$ cat src/rtl/grsr_pkg.sv
// ----------------------------------------------------------------------------
// grsr_pkg
// shared types and constants of the glyph row smoothing renderer
// ----------------------------------------------------------------------------
package grsr_pkg;

	localparam int CELL_WIDTH  = 7;
	localparam int COLOR_W     = 24;
	localparam int CHAN_W      = 8;
	localparam int NUM_CHAN    = COLOR_W / CHAN_W;
	localparam int CFG_INDEX_W = 2;

	// divide by ten as multiply by 6554 and drop 16 bits, exact for sums up to 2550
	localparam int DIV10_RECIP_W = 13;
	localparam logic [DIV10_RECIP_W-1:0] DIV10_RECIP = 13'd6554;
	localparam int DIV10_SHIFT = 16;

	typedef logic [CELL_WIDTH-1:0] row_t;
	typedef logic [COLOR_W-1:0]    color_t;

	localparam color_t FG_RESET      = 24'h000000;
	localparam color_t BG_RESET      = 24'hAAAAAA;
	localparam logic   DRAW_BG_RESET = 1'b1;

	typedef enum logic [CFG_INDEX_W-1:0] {
		REG_FG_COLOR = 2'd0,
		REG_BG_COLOR = 2'd1,
		REG_DRAW_BG  = 2'd2
	} cfg_reg_t;

	typedef struct packed {
		color_t fg;
		color_t bg;
		logic   draw_bg;
	} cfg_t;

	// one emitted row: color[c] is column c, col 0 leftmost
	typedef struct packed {
		color_t [CELL_WIDTH-1:0] color;
		row_t                    wr_mask;
		logic                    done;
	} row_word_t;

endpackage

$ cat src/rtl/grsr_render.sv
// ----------------------------------------------------------------------------
// grsr_render
// colors and write mask of one glyph row from its upper and lower neighbors
// ----------------------------------------------------------------------------
module grsr_render (
	input  grsr_pkg::row_t      above,
	input  grsr_pkg::row_t      cur,
	input  grsr_pkg::row_t      below,
	input  logic                done,
	input  grsr_pkg::cfg_t      cfg,
	output grsr_pkg::row_word_t word
);

	localparam int W     = grsr_pkg::CELL_WIDTH;
	localparam int CW    = grsr_pkg::CHAN_W;
	localparam int SUM_W = CW + 4;
	localparam int PRD_W = SUM_W + grsr_pkg::DIV10_RECIP_W;

	grsr_pkg::row_t   side;
	grsr_pkg::row_t   blend;
	grsr_pkg::color_t mix;
	logic [SUM_W-1:0] chan_sum [grsr_pkg::NUM_CHAN];
	logic [PRD_W-1:0] chan_prd [grsr_pkg::NUM_CHAN];

	// per channel floor((3*fg + 7*bg) / 10)
	always_comb begin
		for (int ch = 0; ch < grsr_pkg::NUM_CHAN; ch++) begin
			chan_sum[ch] = SUM_W'({cfg.fg[ch*CW +: CW], 1'b0}) + SUM_W'(cfg.fg[ch*CW +: CW])
				+ SUM_W'({cfg.bg[ch*CW +: CW], 3'b000}) - SUM_W'(cfg.bg[ch*CW +: CW]);
			chan_prd[ch] = PRD_W'(chan_sum[ch]) * PRD_W'(grsr_pkg::DIV10_RECIP);
			mix[ch*CW +: CW] = chan_prd[ch][grsr_pkg::DIV10_SHIFT +: CW];
		end
	end

	// diagonal step: clear pixel with a set side neighbor and a set pixel above or below
	assign side  = {cur[W-2:0], 1'b0} | {1'b0, cur[W-1:1]};
	assign blend = ~cur & side & (above | below);

	always_comb begin
		word.done    = done;
		word.wr_mask = '0;
		for (int c = 0; c < W; c++) begin
			if (cur[W-1-c]) begin
				word.color[c]       = cfg.fg;
				word.wr_mask[W-1-c] = 1'b1;
			end else if (blend[W-1-c]) begin
				word.color[c]       = mix;
				word.wr_mask[W-1-c] = 1'b1;
			end else if (cfg.draw_bg) begin
				word.color[c]       = cfg.bg;
				word.wr_mask[W-1-c] = 1'b1;
			end else begin
				word.color[c] = '0;
			end
		end
	end

endmodule

$ cat src/rtl/glyph_row_smoothing_renderer_top.sv
// ----------------------------------------------------------------------------
// glyph_row_smoothing_renderer_top
// smooths glyph rows and emits each row's pixel colors one row late
// ----------------------------------------------------------------------------
//  channel | handshake              | payload
//  --------+------------------------+-------------------------------------------
//  in      | in_valid / in_ready    | glyph_bits, final_row
//  out     | out_valid / out_ready  | color_col0..6, write_enable, cell_done
//  cfg     | cfg_write_en           | cfg_index, cfg_data
//
//  an input word lands in the s1 register and is rendered from there into the
//  output register, so a row's result is registered once its lower neighbor is in s1
//  one input word per cycle unless s1 is held; a final row after a held row makes
//  two output words and holds s1 until the single output register takes the second
//  the first row of a glyph, unless it is also final, makes no output word and never waits on out_ready
//  out_ready low stalls the output register, then s1 if its row needs an output word, then in_ready
//  reset clears the row history, both valid flags and the configuration registers
// ----------------------------------------------------------------------------
module glyph_row_smoothing_renderer_top (
	input  logic                   clk,
	input  logic                   arst_n,
	// input words
	input  logic                   in_valid,
	output logic                   in_ready,
	input  grsr_pkg::row_t         glyph_bits,
	input  logic                   final_row,
	// output words
	output logic                   out_valid,
	input  logic                   out_ready,
	output grsr_pkg::color_t       color_col0,
	output grsr_pkg::color_t       color_col1,
	output grsr_pkg::color_t       color_col2,
	output grsr_pkg::color_t       color_col3,
	output grsr_pkg::color_t       color_col4,
	output grsr_pkg::color_t       color_col5,
	output grsr_pkg::color_t       color_col6,
	output grsr_pkg::row_t         write_enable,
	output logic                   cell_done,
	// configuration writes
	input  logic                   cfg_write_en,
	input  grsr_pkg::cfg_reg_t     cfg_index,
	input  grsr_pkg::color_t       cfg_data
);

	// configuration registers
	grsr_pkg::cfg_t cfg_q;

	// input stage
	logic           valid_s1;
	grsr_pkg::row_t bits_s1;
	logic           final_s1;

	// row history: row above the held row, the held row, held flag
	grsr_pkg::row_t above_q;
	grsr_pkg::row_t pend_q;
	logic           pvalid_q;

	// output register
	logic                valid_s2;
	grsr_pkg::row_word_t word_s2;

	logic                need_out;
	logic                out_free;
	logic                go;
	logic                consume;
	logic                two_words;
	grsr_pkg::row_t      r_above;
	grsr_pkg::row_t      r_cur;
	grsr_pkg::row_t      r_below;
	logic                r_done;
	grsr_pkg::row_word_t word_next;

	always_ff @(posedge clk or negedge arst_n) begin
		if (!arst_n) begin
			cfg_q.fg      <= grsr_pkg::FG_RESET;
			cfg_q.bg      <= grsr_pkg::BG_RESET;
			cfg_q.draw_bg <= grsr_pkg::DRAW_BG_RESET;
		end else if (cfg_write_en) begin
			case (cfg_index)
				grsr_pkg::REG_FG_COLOR: cfg_q.fg      <= cfg_data;
				grsr_pkg::REG_BG_COLOR: cfg_q.bg      <= cfg_data;
				grsr_pkg::REG_DRAW_BG:  cfg_q.draw_bg <= cfg_data[0];
				default: ;
			endcase
		end
	end

	// a held row always emits; a lone row emits only when it is the final one
	assign need_out  = pvalid_q | final_s1;
	assign out_free  = !valid_s2 || out_ready;
	assign go        = valid_s1 && (!need_out || out_free);
	// final row after a held row: first word is the held row, s1 stays for the second
	assign two_words = pvalid_q && final_s1;
	assign consume   = go && !two_words;
	assign in_ready  = !valid_s1 || consume;

	// held row over the new one, or the new final row over a clear row
	always_comb begin
		if (pvalid_q) begin
			r_above = above_q;
			r_cur   = pend_q;
			r_below = bits_s1;
			r_done  = 1'b0;
		end else begin
			r_above = above_q;
			r_cur   = bits_s1;
			r_below = '0;
			r_done  = 1'b1;
		end
	end

	grsr_render u_render (
		.above (r_above),
		.cur   (r_cur),
		.below (r_below),
		.done  (r_done),
		.cfg   (cfg_q),
		.word  (word_next)
	);

	always_ff @(posedge clk or negedge arst_n) begin
		if (!arst_n) begin
			valid_s1 <= 1'b0;
		end else if (in_ready) begin
			valid_s1 <= in_valid;
		end
	end

	always_ff @(posedge clk) begin
		if (in_ready && in_valid) begin
			bits_s1  <= glyph_bits;
			final_s1 <= final_row;
		end
	end

	always_ff @(posedge clk or negedge arst_n) begin
		if (!arst_n) begin
			above_q  <= '0;
			pend_q   <= '0;
			pvalid_q <= 1'b0;
		end else if (go) begin
			if (pvalid_q) begin
				above_q <= pend_q;
				if (final_s1) begin
					// second word of the cell is rendered from s1 once the output register is free
					pvalid_q <= 1'b0;
				end else begin
					pend_q <= bits_s1;
				end
			end else if (final_s1) begin
				// cell finished, clear the history
				above_q <= '0;
				pend_q  <= '0;
			end else begin
				pend_q   <= bits_s1;
				pvalid_q <= 1'b1;
			end
		end
	end

	always_ff @(posedge clk or negedge arst_n) begin
		if (!arst_n) begin
			valid_s2 <= 1'b0;
		end else if (out_free) begin
			valid_s2 <= go && need_out;
		end
	end

	always_ff @(posedge clk) begin
		if (go && need_out) begin
			word_s2 <= word_next;
		end
	end

	assign out_valid    = valid_s2;
	assign color_col0   = word_s2.color[0];
	assign color_col1   = word_s2.color[1];
	assign color_col2   = word_s2.color[2];
	assign color_col3   = word_s2.color[3];
	assign color_col4   = word_s2.color[4];
	assign color_col5   = word_s2.color[5];
	assign color_col6   = word_s2.color[6];
	assign write_enable = word_s2.wr_mask;
	assign cell_done    = word_s2.done;

	// history is clear unless a row is held or the second word of a cell waits
	a_history_clear: assert property (@(posedge clk) disable iff (!arst_n)
		!pvalid_q && !(valid_s1 && final_s1) |-> above_q == '0)
		else $error("row above not cleared between cells");

	// the first of two words leaves the final row in s1 with nothing held
	a_second_word: assert property (@(posedge clk) disable iff (!arst_n)
		go && two_words |=> valid_s1 && final_s1 && !pvalid_q)
		else $error("second word of a cell lost");

	// with background on, every pixel of an emitted row is written
	a_full_mask: assert property (@(posedge clk) disable iff (!arst_n)
		valid_s2 && cfg_q.draw_bg |-> word_s2.wr_mask == '1)
		else $error("write mask incomplete with background on");

	// an output word marked done carries no held row behind it
	a_done_flush: assert property (@(posedge clk) disable iff (!arst_n)
		go && need_out && r_done |=> !pvalid_q && above_q == '0)
		else $error("history kept after the last row of a cell");

endmodule
$ cat config.mk
export PLATFORM = sky130hd
export DESIGN_NAME = glyph_row_smoothing_renderer_top
export DESIGN_NICKNAME = d
export VERILOG_FILES = /design/src/rtl/grsr_pkg.sv /design/src/rtl/grsr_render.sv /design/src/rtl/glyph_row_smoothing_renderer_top.sv
export SDC_FILE = /design/constraint.sdc
export NUM_CORES = 1
export LEC_CHECK = 0
export BUFFER_PORTS_ARGS = -buffer_cell sky130_fd_sc_hd__buf_2
export CAP_MARGIN = 20
export CORE_ASPECT_RATIO = 0.75
export CORE_MARGIN = 3
export CORE_UTILIZATION = 35
export CTS_CLUSTER_SIZE = 30
export DETAILED_ROUTE_END_ITERATION = 10
export SLEW_MARGIN = 0
export SYNTH_ARGS = -nofsm -noshare
export SYNTH_HDL_FRONTEND = slang
export SYNTH_SLANG_ARGS = --single-unit
$ cat constraint.sdc
create_clock -name clk -period 22.6 [get_ports clk]
set_input_delay 1.13 -clock clk [delete_from_list [all_inputs] [get_ports clk]]
set_output_delay 1.13 -clock clk [all_outputs]
set_load 0.02 [all_outputs]
==> results.md, run 1 <==
- Initial Util: 0.359
- P&R area growth vs syn: 13.3%
- Startpoint types: flop
- Initial antenna violation count: 11
- Compound-Gate Fraction of Synth Area: 0.147
- DP Wirelength: roughly 50000 microns
- Total negative slack: 0 ns
- CP Max Fanout: 8
- Clk buf depth: 3
- RePlAce Congestion: around 0.91
- Multiplexer share of the synthesized area: 0.0268
- H-tree lvl count: 1
- Crit path depth: 31
- Crit path capture type: flop
- Worst r2r path cells: 31
- Placed insts: 3209
- Synth warn: 0
- Layout Cells excl Fill: 3269
- Sequential fraction of the synthesis area: 0.327
- Yosys reg bits: 250
- Slowest CP cell: dfrtp_1
- Post-CTS sizing: 0
- Number of global-route vias before repair: roughly 17000
- RSZ-0062 raised after global routing: false
- Final hold vios: 0
- Final setup fails: 0
- Headroom to the max-slew limit: 0.262
- Total CTS buffers: 29
- Slew @ Worst Pin: 1.11 ns
- Area fraction of the dominant cell type after synthesis: 0.251
- Mapped cell area: roughly 22000 sq um
- Post-synthesis simple-gate area fraction: 0.0962
- Post-Route WL: slightly below 70000 microns
- Vias: 17300
- CP delay by family, top: adder cells
- Clk sinks: 250
- Cells on Worst Hold Path: 1
- Hold-fix buffers, CTS: 0
- Routed WL per cell: 20.7 microns
- Die extent in x: 295 microns
- Hold Crit Class: flop to flop
- First-pass GRT wire length: between 100000 and 150000 microns
- # IOs: 217
- Combinational family with the most area after synthesis: adder cells
- Drt pass-1 iters: 5
- Root buffer cell: clkbuf_16
- Most frequent cells after synthesis: inv_1 (334), ha_1 (300), a21oi_1 (225), nor2_1 (201), edfxtp_1 (184)
- Worst-path clk slew: approximately 0.060 ns
- Number of flops mapped to enable cells by yosys: approximately 180
- CP bufs+invs: 4
- # fillers: 5946
- Most common cell in the netlist: inv_1
- Post-DRT Antenna Nets: 0
- Total congestion overflow: 0
- Post-Synth XOR/XNOR Area: 0.0390
- Die area: between 60000 and 70000 sq um
- WS Path Type: flop to flop
- Tmin final: just under 9 ns
- Clk_lat worst skew: 0.58 ns
- Slew Viols, Final: 0
- Initial DRC Count: between 1000 and 1500
- Post-route cell area: between 20000 and 25000 sq um
- Leading post-synthesis cells by cell area: edfxtp_1 (25%), ha_1 (17%), fa_1 (12%)
- Layout Nets: about 2900
- Largest net degree at the start of global routing: 72
- F_max: approximately 110 MHz
- Distinct cells, synth: between 70 and 80
- Core ar.: 61300 sq um
- Synthesized-area fraction occupied by adder cells: 0.288
- Max-cap check violation count: 0
- Number of setup buffers added after CTS: 0
- Syn Nets: approximately 2700
- Arrival time worst endpoint: 9.16 ns
- Period utilization: 0.392
- Top_reg_cell synth: edfxtp_1
- Crit path top cell by count: fa_1
- Layout cells sized above 1: 0.150
- Vias/cell: around 5.3
- Post-Synthesis Cells: 2265
- Final core occ: 0.406
- WP data required: 22.91 ns
- Placed cell area: between 20000 and 25000 sq um
- Die height: ~220 microns
- Synth area leader: edfxtp_1
- Port Buffers: about 220
- # DRC: 0
- Clk_skew: about 0.021 ns
- Mapped Avg Cell Area: 9.70 sq um
- CP peak stage delay: 0.60 ns
- Total GRT Usage: 0.202
- Rows: 78
- CTS tree: built
- Ys async rst share: 0.264
- Status: finished clean
==> layout by cell type, fill, tap and decap left out, types with 6 or more instances in the layout <==
cell type,n
inv_1,333
ha_1,300
a21oi_1,225
buf_2,215
nor2_1,201
edfxtp_1,184
nand2_1,151
fa_1,129
o21ai_0,122
a211oi_1,72
dfrtp_1,53
xnor2_1,51
mux2_2,46
xor2_1,45
clkbuf_16,29
a21o_1,25
buf_4,24
nor3_1,17
a22o_1,15
nand3_1,14
nor2b_1,13
o21bai_1,13
dfstp_2,13
or3_1,11
and2_1,11
nand2b_1,10
nor3_2,9
o2111ai_1,6
and3_1,6
o21a_1,6
mux2i_1,6
clkbuf_1,6
clkinv_2,6
==> layout make-up <==
cell class	count	area, sq um	share of cell area
Antenna cell	4	10.0	0.000402
Sequential cell	250	7190	0.289
Multi-Input combinational cell	1586	13200	0.529
Inverter	334	1260	0.0506
Timing Repair Buffer	241	1290	0.0517
Clock buffer	37	776	0.0312
Tap cell	800	1000	0.0402
Clock inverter	17	200	0.00804
==> per-stage QoR <==
| step | setup WS, ns | hold slack, ns |
|---|---|---|
| after floorplan | 14.74 | 0.474 |
| after global placement | 13.94 | 0.491 |
| after detailed placement | 13.78 | 0.494 |
| after CTS | 13.78 | 0.511 |
| after global routing | 13.19 | 0.537 |
| final | 13.75 | 0.507 |
==> registers in the layout (all words and copies together) (netlist names), 7 cells and up <==
register,flops
cfg_q,49
color_col4,24
color_col6,24
color_col5,24
bits_s1,7
color_col1,24
color_col2,24
color_col0,24
write_enable,7
above_q,7
pend_q,7
color_col3,24
==> path summary, 6_finish.rpt <==
| check | slack [ns] | startpoint | end |
|---|---|---|---|
| min | 0.51 | above_q[5] | above_q[5] |
| min reg2reg | 0.51 | above_q[5] | above_q[5] |
| max in group asynchronous | 21.41 | arst_n | cfg_q[20] |
| max | 13.75 | cfg_q[25] | color_col6[4] |
| min in group asynchronous | 0.53 | arst_n | cfg_q[9] |
| max reg2reg | 13.75 | cfg_q[25] | color_col6[4] |
==> cells by family after synthesis <==
| family | count (synthesis) |
|---|---|
| AOI/OAI and AO/OA | 533 |
| and+or+nand+nor | 474 |
| buffers and inverters | 429 |
| adders and majority gates | 429 |
| DFF | 250 |
| xor gates and xnor gates | 97 |
| muxes | 53 |
==> per-layer routing <==
| metal | part of all wire | GRT usage | up-vias |
|---|---|---|---|
| li1 | - | - | 8140 |
| met1 | 0.46 | 0.291 | 8363 |
| met5 | 0.0011 | 0 | - |
| met4 | 0.023 | 0.0431 | 12 |
| met3 | 0.088 | 0.0468 | 103 |
| met2 | 0.43 | 0.310 | 675 |
==> worst reg2reg max path: cells and delay by family (launching register included) <==
family / cells / cell delay [ns]
DFF: 1 / 0.60
AOI/OAI and AO/OA: 11 / 1.97
buffers and inverters: 4 / 0.25
and+or+nand+nor: 2 / 0.46
muxes: 1 / 0.26
adders and majority gates: 10 / 3.98
xor gates and xnor gates: 3 / 1.08
Power of run 1 is left out: the tool's default activity adds up to more than one toggle a clock period on the data nets, which glitch-free logic cannot reach.
==> run 2, diff against run 1 <==
==> constraint.sdc (replaced) <==
create_clock -name clk -period 8.8 [get_ports clk]
set_input_delay 0.44 -clock clk [delete_from_list [all_inputs] [get_ports clk]]
set_output_delay 0.44 -clock clk [all_outputs]
set_load 0.02 [all_outputs]
==> results.md, run 2 (same netlist as run 1, synthesis figures left out) <==
- Die area: 65900 sq um (unchanged)
- Clk sinks: 250 (unchanged)
- P&R area growth vs syn: 15.0%
- Post-DRT Antenna Nets: 0 (unchanged)
- Status: finished clean
- Total congestion overflow: 0 (unchanged)
- # DRC: 0 (unchanged)
- Number of global-route vias before repair: 17000 (-0.80%)
- Clk buf depth: 3 (unchanged)
- Core ar.: 61300 sq um (unchanged)
- Post-Route WL: 67100 microns (-0.91%)
- Root buffer cell: clkbuf_16
- Hold Crit Class: primary input to flop
- Worst setup margin: 0.431 ns (-13.32 ns)
- Largest net degree at the start of global routing: 120 (+67%)
- Slew @ Worst Pin: 1.08 ns (-0.0262 ns)
- Clk_skew: 0.0136 ns (-0.00715 ns)
- Number of setup buffers added after CTS: 0 (unchanged)
- Most common cell after layout, fill and taps aside: inv_1
- Slowest CP cell: dfrtp_1
- RePlAce Congestion: 0.922 (+1.1%)
- Headroom to the max-slew limit: 0.276 (+0.0143)
- Vias: 17300 (+0.046%)
- DP Wirelength: 50200 microns (about the same)
- Top reg by flops: cfg_q
- F_max: 119 MHz (+5.8%)
- CP peak stage delay: 0.52 ns (-0.08 ns)
- Total CTS buffers: 29 (unchanged)
- RSZ-0062 raised after global routing: false
- Routed WL per cell: 20.3 microns (-2.0%)
- # IOs: 217 (unchanged)
- Die extent in x: 295 microns (unchanged)
- Final core occ: 0.413 (+0.00627)
- WS Path Type: flop to flop
- CP Max Fanout: 9 (+1)
- Crit path top cell by count: fa_1
- Port Buffers: 216 (unchanged)
- Final hold vios: 0 (unchanged)
- CTS tree: built
- Post-Place Worst Slack: 0.332 ns (-13.44 ns)
- Vias/cell: 5.24 (-1.0%)
- Final setup fails: 0 (unchanged)
- Crit path capture type: flop
- Most frequent cells in the layout: inv_1 (333), ha_1 (300), a21oi_1 (224)
- Die height: 223 microns (unchanged)
- Arrival time worst endpoint: 8.68 ns (-0.48 ns)
- Total GRT Usage: 0.200 (-0.00187)
- Drt pass-1 iters: 5 (unchanged)
- Max-cap check violation count: 0 (unchanged)
- Layout Nets: 2946 (+1.2%)
- Clk_lat worst skew: 0.60 ns (+0.02 ns)
- Worst-path clk slew: 0.06 ns (about the same)
- Slew Viols, Final: 0 (unchanged)
- WP data required: 9.11 ns (-13.80 ns)
- H-tree lvl count: 1 (unchanged)
- Startpoint types: flop
- Initial DRC Count: 1483 (+11%)
- Period utilization: 0.951 (+0.559)
- First-pass GRT wire length: 102000 microns (-1.0%)
- Rows: 78 (unchanged)
- Max reg flops: 49 (unchanged)
- Tmin final: 8.37 ns (-0.483 ns)
- Layout cells sized above 1: 0.164 (+0.0142)
- Initial antenna violation count: 10 (-1)
- Total negative slack: 0 ns (unchanged)
- Initial Util: 0.359 (unchanged)
-- run 2: repair_timing --
item                                   in CTS  in global routing
hold buffers                                5                  1
resized for setup                           0                 11
setup endpoints to repair                   0                 44
endpoints found under the hold margin       5                 22
-- run 2: per-stage QoR --
step	instance area, sq um	hold slack [ns]	std cells
after floorplan	22000	0.144	2265
after global placement	24100	0.490	3237
after detailed placement	24100	0.494	3237
after CTS	25100	0.000943	3296
after global routing	25300	0.0128	3301
final	25300	0.0382	3304
-- run 2: worst max-delay path: cells and delay by family (launching register included) --
family                     cells  cell delay, ns
AOI/OAI and AO/OA             10            2.29
xor gates and xnor gates       1            0.13
adders and majority gates      9            3.41
buffers and inverters          4            0.22
DFF                            1            0.52
muxes                          2            0.73
and+or+nand+nor                3            0.79
-- run 2: final timing paths --
check / from / endpoint / slack, ns / cells past startpoint
worst max-delay path: cfg_q[42] / color_col6[23] / 0.43 / 29
worst min-delay path: glyph_bits[4] / bits_s1[4] / 0.04 / 1
worst max register to register: cfg_q[42] / color_col6[23] / 0.43 / 29
worst min register to register: above_q[4] / above_q[4] / 0.51 / 1
max in group asynchronous: arst_n / cfg_q[20] / 7.76 / 3
min in group asynchronous: arst_n / cfg_q[9] / 0.35 / 2
-- run 2: per-layer routing --
| layer | up-vias | GRT usage | wire length (microns) |
|---|---|---|---|
| met5 | - | 0 | 69 |
| met4 | 12 | 0.0467 | 1550 |
| met3 | 96 | 0.0457 | 5550 |
| met2 | 637 | 0.297 | 27900 |
| met1 | 8332 | 0.296 | 32000 |
| li1 | 8224 | - | - |
-- run 2: layout make-up --
type | instances | area (sq um)
tap | 800 | 1000
clock inverter | 21 | 241
sequential | 250 | 7200
fill | 5935 | 36000
antenna | 3 | 7.51
timing repair buffer | 277 | 1610
clock buffer | 33 | 741
multi-input combinational | 1586 | 13200
inverter | 334 | 1260
Power of run 2 is left out for the same reason.
